===== config.mk =====
export PLATFORM = sky130hd
export DESIGN_NAME = vertex_rotate_project_triangle_flat
export DESIGN_NICKNAME = d
export VERILOG_FILES = /design/src/rtl/core/vrpt_pkg.sv /design/src/rtl/core/vrpt_if.sv /design/src/rtl/core/vrpt_front.sv /design/src/rtl/core/vrpt_fifo.sv /design/src/rtl/core/vrpt_back.sv /design/src/rtl/core/vertex_rotate_project_triangle.sv /design/src/flat_wrapper.sv
export SDC_FILE = /design/constraint.sdc
export NUM_CORES = 2
export LEC_CHECK = 0
export BUFFER_PORTS_ARGS = -buffer_cell sky130_fd_sc_hd__buf_4
export CORE_MARGIN = 5
export CORE_UTILIZATION = 45
export CTS_CLUSTER_DIAMETER = 120
export DETAILED_ROUTE_END_ITERATION = 10
export PLACE_DENSITY = 0.66
export RECOVER_POWER = 25
export SLEW_MARGIN = 20
export SYNTH_ARGS = -nofsm -noshare
export SYNTH_HDL_FRONTEND = slang
export SYNTH_SLANG_ARGS = --single-unit

===== constraint.sdc =====
create_clock -name clk -period 10.9 [get_ports clk]
set_input_delay 1.09 -clock clk [delete_from_list [all_inputs] [get_ports clk]]
set_output_delay 1.09 -clock clk [all_outputs]
set_load 0.03 [all_outputs]

===== src/rtl/core/vrpt_pkg.sv =====
// Shared types, constants and trig table for the vertex projection block.
package vrpt_pkg;

  localparam int POS_W    = 16;
  localparam int TRIG_W   = 16;
  localparam int SCR_W    = 12;
  localparam int COLOR_W  = 8;
  localparam int ANGLE_W  = 16;
  localparam int DEG_W    = 9;
  localparam int CFG_IDX_W  = 2;
  localparam int CFG_DATA_W = 16;
  localparam int OUT_BITS = 6 * SCR_W + COLOR_W;

  localparam int SCREEN_W_DEF = 128;
  localparam int SCREEN_H_DEF = 64;

  localparam int QUEUE_DEPTH = 2;

  localparam int DEG_FULL    = 360;
  localparam int DEG_HALF    = 180;
  localparam int DEG_QUARTER = 90;
  localparam int DEG_3QUARTER = 270;
  // Reciprocal of 360 scaled by 2^22, rounded up; exact for magnitudes up to 32768.
  localparam int RECIP_360   = 11651;
  localparam int RECIP_SHIFT = 22;

  localparam logic [COLOR_W-1:0] COLOR_RESET = 8'd1;

  localparam logic signed [13:0] SAT_HI = 14'sd2047;
  localparam logic signed [13:0] SAT_LO = -14'sd2048;

  typedef enum logic [CFG_IDX_W-1:0] {
    CFG_ANGLE_X = 2'd0,
    CFG_ANGLE_Y = 2'd1,
    CFG_COLOR   = 2'd2
  } cfg_idx_t;

  // One classified vertex on its way from the front to the back.
  typedef struct packed {
    logic signed [POS_W-1:0]  pos_x;
    logic signed [POS_W-1:0]  pos_y;
    logic signed [POS_W-1:0]  pos_z;
    logic signed [TRIG_W-1:0] sin_x;
    logic signed [TRIG_W-1:0] cos_x;
    logic signed [TRIG_W-1:0] sin_y;
    logic signed [TRIG_W-1:0] cos_y;
    logic                     emit;
    logic                     slot;
    logic [COLOR_W-1:0]       color;
  } vertex_item_t;

  // Q1.14 sine of 0..90 degrees.
  localparam logic [14:0] SIN_TAB [0:90] = '{
    15'd0,     15'd286,   15'd572,   15'd857,   15'd1143,  15'd1428,  15'd1713,
    15'd1997,  15'd2280,  15'd2563,  15'd2845,  15'd3126,  15'd3406,  15'd3686,
    15'd3964,  15'd4240,  15'd4516,  15'd4790,  15'd5063,  15'd5334,  15'd5604,
    15'd5872,  15'd6138,  15'd6402,  15'd6664,  15'd6924,  15'd7182,  15'd7438,
    15'd7692,  15'd7943,  15'd8192,  15'd8438,  15'd8682,  15'd8923,  15'd9162,
    15'd9397,  15'd9630,  15'd9860,  15'd10087, 15'd10311, 15'd10531, 15'd10749,
    15'd10963, 15'd11174, 15'd11381, 15'd11585, 15'd11786, 15'd11982, 15'd12176,
    15'd12365, 15'd12551, 15'd12733, 15'd12911, 15'd13085, 15'd13255, 15'd13421,
    15'd13583, 15'd13741, 15'd13894, 15'd14044, 15'd14189, 15'd14330, 15'd14466,
    15'd14598, 15'd14726, 15'd14849, 15'd14968, 15'd15082, 15'd15191, 15'd15296,
    15'd15396, 15'd15491, 15'd15582, 15'd15668, 15'd15749, 15'd15826, 15'd15897,
    15'd15964, 15'd16026, 15'd16083, 15'd16135, 15'd16182, 15'd16225, 15'd16262,
    15'd16294, 15'd16322, 15'd16344, 15'd16362, 15'd16374, 15'd16382, 15'd16384
  };

  // Sine of a reduced angle in 0..359 degrees, by quadrant symmetry.
  function automatic logic signed [TRIG_W-1:0] sine_deg(input logic [DEG_W-1:0] d);
    logic [DEG_W-1:0] idx;
    logic             neg;
    begin
      if (d <= DEG_W'(DEG_QUARTER)) begin
        idx = d;
        neg = 1'b0;
      end else if (d <= DEG_W'(DEG_HALF)) begin
        idx = DEG_W'(DEG_HALF) - d;
        neg = 1'b0;
      end else if (d <= DEG_W'(DEG_3QUARTER)) begin
        idx = d - DEG_W'(DEG_HALF);
        neg = 1'b1;
      end else begin
        idx = DEG_W'(DEG_FULL) - d;
        neg = 1'b1;
      end
      sine_deg = neg ? -$signed({1'b0, SIN_TAB[idx[6:0]]})
                     : $signed({1'b0, SIN_TAB[idx[6:0]]});
    end
  endfunction

  function automatic logic signed [TRIG_W-1:0] cosine_deg(input logic [DEG_W-1:0] d);
    logic [DEG_W-1:0] s;
    begin
      s = (d >= DEG_W'(DEG_3QUARTER)) ? d - DEG_W'(DEG_3QUARTER) : d + DEG_W'(DEG_QUARTER);
      cosine_deg = sine_deg(s);
    end
  endfunction

endpackage


===== src/rtl/core/vrpt_if.sv =====
// Valid/ready channel interfaces for vertices in and triangles out.
interface vrpt_in_if;
  logic                                valid;
  logic                                ready;
  logic signed [vrpt_pkg::POS_W-1:0]   pos_x;
  logic signed [vrpt_pkg::POS_W-1:0]   pos_y;
  logic signed [vrpt_pkg::POS_W-1:0]   pos_z;

  modport source (output valid, output pos_x, output pos_y, output pos_z, input ready);
  modport sink   (input valid, input pos_x, input pos_y, input pos_z, output ready);
endinterface

interface vrpt_out_if;
  logic                                valid;
  logic                                ready;
  logic signed [vrpt_pkg::SCR_W-1:0]   corner1_x;
  logic signed [vrpt_pkg::SCR_W-1:0]   corner1_y;
  logic signed [vrpt_pkg::SCR_W-1:0]   corner2_x;
  logic signed [vrpt_pkg::SCR_W-1:0]   corner2_y;
  logic signed [vrpt_pkg::SCR_W-1:0]   corner3_x;
  logic signed [vrpt_pkg::SCR_W-1:0]   corner3_y;
  logic [vrpt_pkg::COLOR_W-1:0]        tri_color;

  modport source (output valid, output corner1_x, output corner1_y, output corner2_x,
                  output corner2_y, output corner3_x, output corner3_y,
                  output tri_color, input ready);
  modport sink   (input valid, input corner1_x, input corner1_y, input corner2_x,
                  input corner2_y, input corner3_x, input corner3_y,
                  input tri_color, output ready);
endinterface


===== src/rtl/core/vrpt_front.sv =====
// Front end: configuration registers, vertex acceptance, phase tracking and trig lookup.
module vrpt_front (
  input  logic                                clk,
  input  logic                                rst_n,
  vrpt_in_if.sink                             in_ch,
  input  logic                                cfg_we,
  input  logic [vrpt_pkg::CFG_IDX_W-1:0]      cfg_index,
  input  logic [vrpt_pkg::CFG_DATA_W-1:0]     cfg_data,
  input  logic                                q_full,
  output logic                                q_push,
  output vrpt_pkg::vertex_item_t              q_item
);
  import vrpt_pkg::*;

  typedef enum logic [2:0] {
    PH_FIRST  = 3'b001,
    PH_SECOND = 3'b010,
    PH_THIRD  = 3'b100
  } phase_t;

  logic [DEG_W-1:0]   ang_x_r;
  logic [DEG_W-1:0]   ang_y_r;
  logic [COLOR_W-1:0] color_r;
  phase_t             phase_r;
  phase_t             phase_nxt;
  logic               slot;
  logic               emit;

  // C-style remainder by 360, folded into 0..359.
  function automatic logic [DEG_W-1:0] reduce_deg(input logic signed [ANGLE_W-1:0] a);
    logic [ANGLE_W-1:0] mag;
    logic [29:0]        prod;
    logic [6:0]         q;
    logic [ANGLE_W-1:0] rem;
    logic [DEG_W-1:0]   r;
    begin
      mag  = a[ANGLE_W-1] ? ANGLE_W'(-a) : ANGLE_W'(a);
      prod = 30'(mag) * 30'(RECIP_360);
      q    = 7'(prod >> RECIP_SHIFT);
      rem  = mag - ANGLE_W'(ANGLE_W'(q) * ANGLE_W'(DEG_FULL));
      r    = rem[DEG_W-1:0];
      if (a[ANGLE_W-1] && (r != '0)) begin
        r = DEG_W'(DEG_FULL) - r;
      end
      reduce_deg = r;
    end
  endfunction

  assign in_ch.ready = !q_full;
  assign q_push      = in_ch.valid && !q_full;

  always_comb begin
    slot      = 1'b0;
    emit      = 1'b0;
    phase_nxt = PH_SECOND;
    unique case (phase_r)
      PH_FIRST: begin
        slot      = 1'b0;
        phase_nxt = PH_SECOND;
      end
      PH_SECOND: begin
        slot      = 1'b1;
        phase_nxt = PH_THIRD;
      end
      PH_THIRD: begin
        emit      = 1'b1;
        phase_nxt = PH_FIRST;
      end
      default: begin
        slot      = 1'b0;
        phase_nxt = PH_SECOND;
      end
    endcase
  end

  always_comb begin
    q_item.pos_x = in_ch.pos_x;
    q_item.pos_y = in_ch.pos_y;
    q_item.pos_z = in_ch.pos_z;
    q_item.sin_x = sine_deg(ang_x_r);
    q_item.cos_x = cosine_deg(ang_x_r);
    q_item.sin_y = sine_deg(ang_y_r);
    q_item.cos_y = cosine_deg(ang_y_r);
    q_item.emit  = emit;
    q_item.slot  = slot;
    q_item.color = color_r;
  end

  always_ff @(posedge clk) begin
    if (!rst_n) begin
      ang_x_r <= '0;
      ang_y_r <= '0;
      color_r <= COLOR_RESET;
      phase_r <= PH_FIRST;
    end else begin
      if (cfg_we) begin
        case (cfg_idx_t'(cfg_index))
          CFG_ANGLE_X: ang_x_r <= reduce_deg(cfg_data[ANGLE_W-1:0]);
          CFG_ANGLE_Y: ang_y_r <= reduce_deg(cfg_data[ANGLE_W-1:0]);
          CFG_COLOR:   color_r <= cfg_data[COLOR_W-1:0];
          default: ;
        endcase
      end
      if (q_push) begin
        phase_r <= phase_nxt;
      end
    end
  end

endmodule


===== src/rtl/core/vrpt_fifo.sv =====
// Short queue of classified vertices between the front and the back.
module vrpt_fifo (
  input  logic                   clk,
  input  logic                   rst_n,
  input  logic                   push,
  input  vrpt_pkg::vertex_item_t push_item,
  output logic                   full,
  input  logic                   pop,
  output logic                   not_empty,
  output vrpt_pkg::vertex_item_t head
);
  import vrpt_pkg::*;

  localparam int PTR_W = (QUEUE_DEPTH > 1) ? $clog2(QUEUE_DEPTH) : 1;
  localparam int CNT_W = $clog2(QUEUE_DEPTH + 1);

  vertex_item_t     mem_r [QUEUE_DEPTH];
  logic [PTR_W-1:0] wr_ptr_r;
  logic [PTR_W-1:0] rd_ptr_r;
  logic [CNT_W-1:0] count_r;

  function automatic logic [PTR_W-1:0] ptr_inc(input logic [PTR_W-1:0] p);
    ptr_inc = (p == PTR_W'(QUEUE_DEPTH - 1)) ? '0 : p + PTR_W'(1);
  endfunction

  assign full      = (count_r == CNT_W'(QUEUE_DEPTH));
  assign not_empty = (count_r != '0);
  assign head      = mem_r[rd_ptr_r];

  always_ff @(posedge clk) begin
    if (push) begin
      mem_r[wr_ptr_r] <= push_item;
    end
  end

  always_ff @(posedge clk) begin
    if (!rst_n) begin
      wr_ptr_r <= '0;
      rd_ptr_r <= '0;
      count_r  <= '0;
    end else begin
      if (push) begin
        wr_ptr_r <= ptr_inc(wr_ptr_r);
      end
      if (pop) begin
        rd_ptr_r <= ptr_inc(rd_ptr_r);
      end
      if (push && !pop) begin
        count_r <= count_r + CNT_W'(1);
      end else if (pop && !push) begin
        count_r <= count_r - CNT_W'(1);
      end
    end
  end

endmodule


===== src/rtl/core/vrpt_back.sv =====
// Back end: rotation and projection on one shared multiplier, corner hold and triangle output.
module vrpt_back #(
  parameter int SCREEN_WIDTH  = vrpt_pkg::SCREEN_W_DEF,
  parameter int SCREEN_HEIGHT = vrpt_pkg::SCREEN_H_DEF
) (
  input  logic                   clk,
  input  logic                   rst_n,
  input  logic                   q_valid,
  input  vrpt_pkg::vertex_item_t q_head,
  output logic                   q_pop,
  vrpt_out_if.source             out_ch
);
  import vrpt_pkg::*;

  localparam logic signed [33:0] OFF_X = 34'(SCREEN_WIDTH / 2) << 20;
  localparam logic signed [47:0] OFF_Y = 48'(SCREEN_HEIGHT / 2) << 34;
  localparam logic [33:0]        RND_X = 34'hF_FFFF;
  localparam logic [47:0]        RND_Y = 48'h3_FFFF_FFFF;

  typedef enum logic [8:0] {
    S_IDLE = 9'b000000001,
    S_CYX  = 9'b000000010,
    S_SYZ  = 9'b000000100,
    S_CYZ  = 9'b000001000,
    S_SYX  = 9'b000010000,
    S_CXY  = 9'b000100000,
    S_SXI  = 9'b001000000,
    S_ACC  = 9'b010000000,
    S_DONE = 9'b100000000
  } step_t;

  step_t              state_r;
  step_t              state_nxt;
  vertex_item_t       item_r;
  logic signed [15:0] mul_a;
  logic signed [32:0] mul_b;
  logic signed [48:0] prod_r;
  logic signed [33:0] px_r;
  logic signed [32:0] inner_r;
  logic signed [47:0] py_r;
  logic [33:0]        px_adj;
  logic [47:0]        py_adj;
  logic signed [SCR_W-1:0] scr_x;
  logic signed [SCR_W-1:0] scr_y;
  logic               stall;
  logic               finish;
  logic signed [SCR_W-1:0] hx_r [2];
  logic signed [SCR_W-1:0] hy_r [2];
  logic               out_valid_r;
  logic signed [SCR_W-1:0] c1x_r, c1y_r, c2x_r, c2y_r, c3x_r, c3y_r;
  logic [COLOR_W-1:0] color_r;

  function automatic logic signed [SCR_W-1:0] sat12(input logic signed [13:0] q);
    if (q > SAT_HI) begin
      sat12 = SCR_W'(SAT_HI);
    end else if (q < SAT_LO) begin
      sat12 = SCR_W'(SAT_LO);
    end else begin
      sat12 = SCR_W'(q);
    end
  endfunction

  // A triangle cannot leave while the previous one still waits at the output.
  assign stall  = (state_r == S_DONE) && item_r.emit && out_valid_r && !out_ch.ready;
  assign finish = (state_r == S_DONE) && !stall;
  assign q_pop  = q_valid && ((state_r == S_IDLE) || finish);

  always_comb begin
    mul_a = item_r.cos_y;
    mul_b = {{17{item_r.pos_x[15]}}, item_r.pos_x};
    case (state_r)
      S_CYX: begin
        mul_a = item_r.cos_y;
        mul_b = {{17{item_r.pos_x[15]}}, item_r.pos_x};
      end
      S_SYZ: begin
        mul_a = item_r.sin_y;
        mul_b = {{17{item_r.pos_z[15]}}, item_r.pos_z};
      end
      S_CYZ: begin
        mul_a = item_r.cos_y;
        mul_b = {{17{item_r.pos_z[15]}}, item_r.pos_z};
      end
      S_SYX: begin
        mul_a = item_r.sin_y;
        mul_b = {{17{item_r.pos_x[15]}}, item_r.pos_x};
      end
      S_CXY: begin
        mul_a = item_r.cos_x;
        mul_b = {{17{item_r.pos_y[15]}}, item_r.pos_y};
      end
      S_SXI: begin
        mul_a = item_r.sin_x;
        mul_b = inner_r;
      end
      default: ;
    endcase
  end

  // Truncation toward zero: negative values are biased up before the arithmetic shift.
  always_comb begin
    px_adj = px_r + (px_r[33] ? RND_X : 34'd0);
    py_adj = py_r + (py_r[47] ? RND_Y : 48'd0);
    scr_x  = sat12($signed(px_adj[33:20]));
    scr_y  = sat12($signed(py_adj[47:34]));
  end

  always_comb begin
    state_nxt = state_r;
    unique case (state_r)
      S_IDLE: state_nxt = q_valid ? S_CYX : S_IDLE;
      S_CYX:  state_nxt = S_SYZ;
      S_SYZ:  state_nxt = S_CYZ;
      S_CYZ:  state_nxt = S_SYX;
      S_SYX:  state_nxt = S_CXY;
      S_CXY:  state_nxt = S_SXI;
      S_SXI:  state_nxt = S_ACC;
      S_ACC:  state_nxt = S_DONE;
      S_DONE: begin
        if (stall) begin
          state_nxt = S_DONE;
        end else begin
          state_nxt = q_valid ? S_CYX : S_IDLE;
        end
      end
      default: state_nxt = S_IDLE;
    endcase
  end

  always_ff @(posedge clk) begin
    if (!rst_n) begin
      state_r     <= S_IDLE;
      out_valid_r <= 1'b0;
    end else begin
      state_r     <= state_nxt;
      out_valid_r <= (finish && item_r.emit) || (out_valid_r && !out_ch.ready);
    end
  end

  // Each state folds in the product that prod_r registered during the state before it.
  always_ff @(posedge clk) begin
    prod_r <= mul_a * mul_b;
    if (q_pop) begin
      item_r <= q_head;
    end
    case (state_r)
      S_SYZ: px_r    <= prod_r[33:0] + OFF_X;
      S_CYZ: px_r    <= px_r + prod_r[33:0];
      S_SYX: inner_r <= prod_r[32:0];
      S_CXY: inner_r <= inner_r - prod_r[32:0];
      S_SXI: py_r    <= $signed({prod_r[33:0], 14'd0}) + OFF_Y;
      S_ACC: py_r    <= py_r + prod_r[47:0];
      default: ;
    endcase
    if (finish && !item_r.emit) begin
      hx_r[item_r.slot] <= scr_x;
      hy_r[item_r.slot] <= scr_y;
    end
    if (finish && item_r.emit) begin
      c1x_r   <= hx_r[0];
      c1y_r   <= hy_r[0];
      c2x_r   <= hx_r[1];
      c2y_r   <= hy_r[1];
      c3x_r   <= scr_x;
      c3y_r   <= scr_y;
      color_r <= item_r.color;
    end
  end

  assign out_ch.valid     = out_valid_r;
  assign out_ch.corner1_x = c1x_r;
  assign out_ch.corner1_y = c1y_r;
  assign out_ch.corner2_x = c2x_r;
  assign out_ch.corner2_y = c2y_r;
  assign out_ch.corner3_x = c3x_r;
  assign out_ch.corner3_y = c3y_r;
  assign out_ch.tri_color = color_r;

endmodule


===== src/rtl/core/vertex_rotate_project_triangle.sv =====
// Top level of the vertex rotation, projection and triangle assembly block.
// Vertices enter on in_ch; every third accepted vertex yields one triangle on out_ch carrying
// the three projected corners in arrival order and the draw color current at the third vertex.
// The back end computes six dependent products on a single shared 16x33 multiplier, so it
// works on one vertex at a time and takes the next vertex from the queue only as the last one
// finishes; a triangle's corners pass through the queue, the back end's steps and the output
// register before it is presented on out_ch. A two-entry queue lets the front keep accepting
// while the back is busy, and the output register lets the back continue while a triangle
// waits to be taken, until the next triangle is ready to leave. Angles written on the cfg port
// are reduced modulo 360 as they are written; write configuration only while the block is idle.
module vertex_rotate_project_triangle #(
  parameter int SCREEN_WIDTH  = vrpt_pkg::SCREEN_W_DEF,
  parameter int SCREEN_HEIGHT = vrpt_pkg::SCREEN_H_DEF
) (
  input  logic                            clk,
  input  logic                            rst_n,
  vrpt_in_if.sink                         in_ch,
  vrpt_out_if.source                      out_ch,
  input  logic                            cfg_we,
  input  logic [vrpt_pkg::CFG_IDX_W-1:0]  cfg_index,
  input  logic [vrpt_pkg::CFG_DATA_W-1:0] cfg_data
);
  import vrpt_pkg::*;

  vertex_item_t push_item;
  vertex_item_t head_item;
  logic         q_push;
  logic         q_full;
  logic         q_pop;
  logic         q_valid;

  vrpt_front u_front (
    .clk       (clk),
    .rst_n     (rst_n),
    .in_ch     (in_ch),
    .cfg_we    (cfg_we),
    .cfg_index (cfg_index),
    .cfg_data  (cfg_data),
    .q_full    (q_full),
    .q_push    (q_push),
    .q_item    (push_item)
  );

  vrpt_fifo u_fifo (
    .clk       (clk),
    .rst_n     (rst_n),
    .push      (q_push),
    .push_item (push_item),
    .full      (q_full),
    .pop       (q_pop),
    .not_empty (q_valid),
    .head      (head_item)
  );

  vrpt_back #(
    .SCREEN_WIDTH  (SCREEN_WIDTH),
    .SCREEN_HEIGHT (SCREEN_HEIGHT)
  ) u_back (
    .clk     (clk),
    .rst_n   (rst_n),
    .q_valid (q_valid),
    .q_head  (head_item),
    .q_pop   (q_pop),
    .out_ch  (out_ch)
  );

endmodule


===== src/flat_wrapper.sv =====
// flat-port wrapper written by rule: the top's interface ports become plain ports
module vertex_rotate_project_triangle_flat import vrpt_pkg::*;
#(
  parameter int SCREEN_WIDTH  = vrpt_pkg::SCREEN_W_DEF,
  parameter int SCREEN_HEIGHT = vrpt_pkg::SCREEN_H_DEF
)
  (clk, rst_n, cfg_we, cfg_index, cfg_data, in_ch_valid, in_ch_pos_x, in_ch_pos_y, in_ch_pos_z, in_ch_ready, out_ch_valid, out_ch_corner1_x, out_ch_corner1_y, out_ch_corner2_x, out_ch_corner2_y, out_ch_corner3_x, out_ch_corner3_y, out_ch_tri_color, out_ch_ready);
  vrpt_in_if in_ch_i ();
  vrpt_out_if out_ch_i ();
  input  logic clk;
  input  logic rst_n;
  input  logic cfg_we;
  input  logic [vrpt_pkg::CFG_IDX_W-1:0] cfg_index;
  input  logic [vrpt_pkg::CFG_DATA_W-1:0] cfg_data;
  input wire logic [$bits(in_ch_i.valid)-1:0] in_ch_valid;
  input wire logic [$bits(in_ch_i.pos_x)-1:0] in_ch_pos_x;
  input wire logic [$bits(in_ch_i.pos_y)-1:0] in_ch_pos_y;
  input wire logic [$bits(in_ch_i.pos_z)-1:0] in_ch_pos_z;
  output wire logic [$bits(in_ch_i.ready)-1:0] in_ch_ready;
  output wire logic [$bits(out_ch_i.valid)-1:0] out_ch_valid;
  output wire logic [$bits(out_ch_i.corner1_x)-1:0] out_ch_corner1_x;
  output wire logic [$bits(out_ch_i.corner1_y)-1:0] out_ch_corner1_y;
  output wire logic [$bits(out_ch_i.corner2_x)-1:0] out_ch_corner2_x;
  output wire logic [$bits(out_ch_i.corner2_y)-1:0] out_ch_corner2_y;
  output wire logic [$bits(out_ch_i.corner3_x)-1:0] out_ch_corner3_x;
  output wire logic [$bits(out_ch_i.corner3_y)-1:0] out_ch_corner3_y;
  output wire logic [$bits(out_ch_i.tri_color)-1:0] out_ch_tri_color;
  input wire logic [$bits(out_ch_i.ready)-1:0] out_ch_ready;
  assign in_ch_i.valid = in_ch_valid;
  assign in_ch_i.pos_x = in_ch_pos_x;
  assign in_ch_i.pos_y = in_ch_pos_y;
  assign in_ch_i.pos_z = in_ch_pos_z;
  assign in_ch_ready = in_ch_i.ready;
  assign out_ch_valid = out_ch_i.valid;
  assign out_ch_corner1_x = out_ch_i.corner1_x;
  assign out_ch_corner1_y = out_ch_i.corner1_y;
  assign out_ch_corner2_x = out_ch_i.corner2_x;
  assign out_ch_corner2_y = out_ch_i.corner2_y;
  assign out_ch_corner3_x = out_ch_i.corner3_x;
  assign out_ch_corner3_y = out_ch_i.corner3_y;
  assign out_ch_tri_color = out_ch_i.tri_color;
  assign out_ch_i.ready = out_ch_ready;
  vertex_rotate_project_triangle #(.SCREEN_WIDTH(SCREEN_WIDTH), .SCREEN_HEIGHT(SCREEN_HEIGHT)) u_core (.clk(clk), .rst_n(rst_n), .in_ch(in_ch_i), .out_ch(out_ch_i), .cfg_we(cfg_we), .cfg_index(cfg_index), .cfg_data(cfg_data));
endmodule

==> results <==
- The via count of the first global-routing pass came to 50,181.
- The clock tree skew after final layout is 0.0168 ns.
- The clock passes through at most 3 buffers.
- Summing over every cut layer, the via total after detailed routing is 50,354.
- The portion of the post-synthesis area used by sequential elements is 31.3%.
- Yosys attributes the largest share of cell area to sky130_fd_sc_hd__edfxtp_1, sky130_fd_sc_hd__fa_1, sky130_fd_sc_hd__ha_1, sky130_fd_sc_hd__nand2_1, sky130_fd_sc_hd__inv_1.
- The standard cell core area is 142,000 um^2.
- The checks that failed: capacitance limit, slew limit.
- The total setup violations reported at the end of the flow is 0.
- Summing all placed instances gives a cell area of 68,100 um^2.
- The number of flops mapped to enable cells by yosys is 609.
- The global-route wire length before repair is 286,000 um.
- Averaged over all synthesized cells, the footprint is 9.71 um^2.
- The stage delay of the slowest cell on the critical path is 0.57 ns.
- By startpoint and endpoint, the worst setup path is classified as in -> reg.
- The post-route DRC violation count is 0.
- The floorplan step defined a die boundary enclosing 151,000 um^2.
- For this run, the share of the core covered by cells in the final layout is 49.7%.
- Cells with a size suffix above 1 make up 9.51% of the layout.
- The net count of the mapped netlist is 7,717.
- The cell count after synthesis is 6,623.
- Setup repair after global routing left no endpoint under its margin.
- After layout, the worst path uses 95.1% of the clock period.
- The Yosys step of the flow raised 0 warnings.
- The capturing element type of the critical path is a flop.
- The critical-path maximum fanout is 4.
- The commonest cells after synthesis are sky130_fd_sc_hd__nand2_1, sky130_fd_sc_hd__inv_1, sky130_fd_sc_hd__edfxtp_1.
- Buffers placed on the I/O ports in this run total 152.
- The total half-perimeter wirelength after legalization and detailed placement is 138,000 um.
- In this run the biggest area consumer among cell types represents 28.4% of the synthesized area.
- The die is 388 um tall.
- Derived from the worst setup path, the maximum achievable clock frequency is 96.5 MHz.
- The transition at the pin with the smallest max-transition slack is 3.78 ns.
- The tightest min-delay check is of the reg -> reg type.
- The number of clock buffers inserted by TritonCTS is 75.
- From synthesis to final layout, the design area changed by 9.56%.
- The clock period could shrink to 10.36 ns.
- The length of the first detailed-routing pass in iterations is 6.
- The number of pins exceeding their max-slew limit in the final report is 302.
- The most frequent cell after synthesis is sky130_fd_sc_hd__nand2_1.
- The initial core utilization is 45.4%.
- The synthesized design spends more area on one cell type than any other, namely sky130_fd_sc_hd__edfxtp_1.
- Once detail routing completed, the nets flagged for antenna violations numbered 0.
- After clock tree synthesis, the clock-pin slew on the worst setup and hold paths is 0.06 ns.
- The highest-delay cell along the critical path is sky130_fd_sc_hd__or4_1.
- The most repeated library cell on the critical path is sky130_fd_sc_hd__ha_1.
- The via density per instance is 5.81.
- The wire length per cell after detailed routing is 20.9 um.
- Routability-driven placement finished with a final weighted congestion of 0.959.
- The routed wire length is 181,000 um.
- The initial antenna violation count is 6.
- The total overflow left after global routing is 0.
- The I/O pin count is 153.
- The run finished, with violations left.
- The required time of the worst setup path is 11.48 ns.
- The tool flagged a number of max-cap violations equal to 6.
- Synthesis inferred 700 register bits.
- The maximum level of the CTS H-tree is 3.
- The post-synthesis cell type count is 108.
- Across every metal layer, demand over resource in global routing totals 23.6%.
- In the synthesized netlist the dominant register cell turns out to be sky130_fd_sc_hd__edfxtp_1.
- The worst relative slew slack is -152%.
- The root buffer cell chosen for the clock tree is sky130_fd_sc_hd__clkbuf_16.
- The finished cells cover 70,400 um^2.
- The TritonCTS clock tree is done.
- From left edge to right edge, the die measures 388 um.
- The detailed router's first-iteration violation count is 4,912.
- The worst setup path is launched from an input pin.
- For the worst setup path, the data arrival time is 10.94 ns.
- In the final design database the tool counted 7,804 nets.
- Of all flip-flops after synthesis, the portion carrying an async set or reset was 0%.
- The number of sinks driven by the clock tree is 700.
- The number of placement rows is 138.
- The cell area after synthesis is 64,300 um^2.
- Entering global routing, the biggest net connects 75 pins.
- The later pin in the worst-skew pair is clocked with a latency of 0.67 ns.
- The count of final hold-check violations is 0.
metal layers:
metal	GRT usage [%]	part of all wire [%]	up-vias
li1	-	-	23319
met1	32.0	43	24758
met2	38.9	47	1946
met3	4.20	7.2	329
met4	7.26	3.2	2
met5	0.0638	0.0072	-
path summary, 6_finish.rpt:
kind	slack [ns]	end	start	depth (start not counted)
worst max-delay path	0.54	u_core.u_front.ang_y_r[5]	cfg_data[3]	45
worst min-delay path	0.41	out_ch_corner2_x[10]	u_core.u_back.hx_r[1][10]	0
worst max register to register	0.68	u_core.u_back.prod_r[46]	u_core.u_back.state_r[1]	33
worst min register to register	0.41	out_ch_corner2_x[10]	u_core.u_back.hx_r[1][10]	0
cell usage in the layout, fill, tap and decap left out, types with 19 or more instances in the layout:
cell type	synthesis	routed
sky130_fd_sc_hd__a211o_1	20	20
sky130_fd_sc_hd__a211oi_1	72	71
sky130_fd_sc_hd__a21o_1	132	132
sky130_fd_sc_hd__a21oi_1	328	327
sky130_fd_sc_hd__a221oi_1	33	32
sky130_fd_sc_hd__a222oi_1	29	29
sky130_fd_sc_hd__a311oi_1	22	22
sky130_fd_sc_hd__a31oi_1	53	53
sky130_fd_sc_hd__and2_1	38	38
sky130_fd_sc_hd__and3_1	43	43
sky130_fd_sc_hd__buf_4	6	281
sky130_fd_sc_hd__clkbuf_1	255	48
sky130_fd_sc_hd__clkbuf_16	0	78
sky130_fd_sc_hd__clkbuf_4	0	22
sky130_fd_sc_hd__dfxtp_1	91	91
sky130_fd_sc_hd__edfxtp_1	609	609
sky130_fd_sc_hd__fa_1	552	552
sky130_fd_sc_hd__ha_1	471	471
sky130_fd_sc_hd__inv_1	762	761
sky130_fd_sc_hd__mux2_1	0	27
sky130_fd_sc_hd__mux2_2	136	109
sky130_fd_sc_hd__mux2i_1	36	35
sky130_fd_sc_hd__nand2_1	766	766
sky130_fd_sc_hd__nand2b_1	64	64
sky130_fd_sc_hd__nand3_1	118	117
sky130_fd_sc_hd__nand4_1	31	31
sky130_fd_sc_hd__nor2_1	493	492
sky130_fd_sc_hd__nor2b_1	42	42
sky130_fd_sc_hd__nor3_1	110	106
sky130_fd_sc_hd__o2111ai_1	23	23
sky130_fd_sc_hd__o211ai_1	66	66
sky130_fd_sc_hd__o21a_1	52	52
sky130_fd_sc_hd__o21ai_0	335	335
sky130_fd_sc_hd__o21bai_1	19	19
sky130_fd_sc_hd__o221ai_1	21	21
sky130_fd_sc_hd__o31ai_1	30	30
sky130_fd_sc_hd__or2_2	20	20
sky130_fd_sc_hd__or3_1	28	28
sky130_fd_sc_hd__xnor2_1	188	183
sky130_fd_sc_hd__xor2_1	119	117
cell families (layout without fill, tap and decap cells):
| kind of cell | count (synthesis) | in the layout | synth area share, % |
|---|---|---|---|
| simple gates | 1830 | 1830 | 12.7 |
| compound gates | 1478 | 1478 | 15.5 |
| buf+inv | 1097 | 1246 | 6.53 |
| fa+ha+maj | 1024 | 1024 | 26.4 |
| flops | 700 | 700 | 31.3 |
| xor+xnor | 307 | 307 | 4.18 |
| mux | 187 | 187 | 3.45 |
| other cells | 0 | 6 | 0 |
sequential cells by signal (all words and copies together), names as in the netlist, 2 cells and up:
signal                          count
out_ch_corner1_x                   12
out_ch_corner1_y                   12
out_ch_corner2_x                   12
out_ch_corner2_y                   12
u_core.u_back.hx_r                 24
u_core.u_back.hy_r                 24
u_core.u_back.inner_r              33
u_core.u_back.item_r              122
u_core.u_back.out_ch.corner3_x     12
u_core.u_back.out_ch.corner3_y     12
u_core.u_back.out_ch.tri_color      8
u_core.u_back.prod_r               48
u_core.u_back.px_r                 34
u_core.u_back.py_r                 48
u_core.u_back.state_r               9
u_core.u_fifo.count_r               2
u_core.u_fifo.mem_r               244
u_core.u_front.ang_x_r              9
u_core.u_front.ang_y_r              9
u_core.u_front.color_r              8
u_core.u_front.phase_r              3
stage by stage:
step	hold WS (ns)	cells	TNS [ns]	worst slack, ns
floorplan	0.400	6623	0	0.140
global placement	0.402	8522	-0.532	-0.192
detailed placement	0.405	8523	-0.597	-0.218
CTS	0.415	8662	0	0.420
global route	0.424	8662	0	0.00142
finish	0.415	8668	0	0.536
worst max-delay path, delay by kind of cell:
family | cells | cell delay, ns
buffers and inverters | 9 | 0.78
XOR/XNOR | 10 | 1.60
adder cells (fa/ha/maj) | 11 | 4.07
AND/OR/NAND/NOR | 6 | 1.34
AO/OA/AOI/OAI | 9 | 2.05
cell type report:
cell class | instances | area, um^2
Fill cell | 13009 | 71300
Sequential cell | 700 | 20100
Multi-Input combinational cell | 4826 | 40200
Tap cell | 1890 | 2360
Timing Repair Buffer | 338 | 2440
Clock inverter | 40 | 350
Inverter | 769 | 2890
Antenna cell | 6 | 15.0
Clock buffer | 99 | 2080
timing repair:
action	CTS	global route
endpoints found under the hold margin	0	0
hold buffers	0	0
setup buffers	0	0
setup endpoints to repair	0	3
resized for setup	0	2
Power is not shown: default switching activity piles up to over one toggle a cycle in this logic, so the estimate is an artifact.
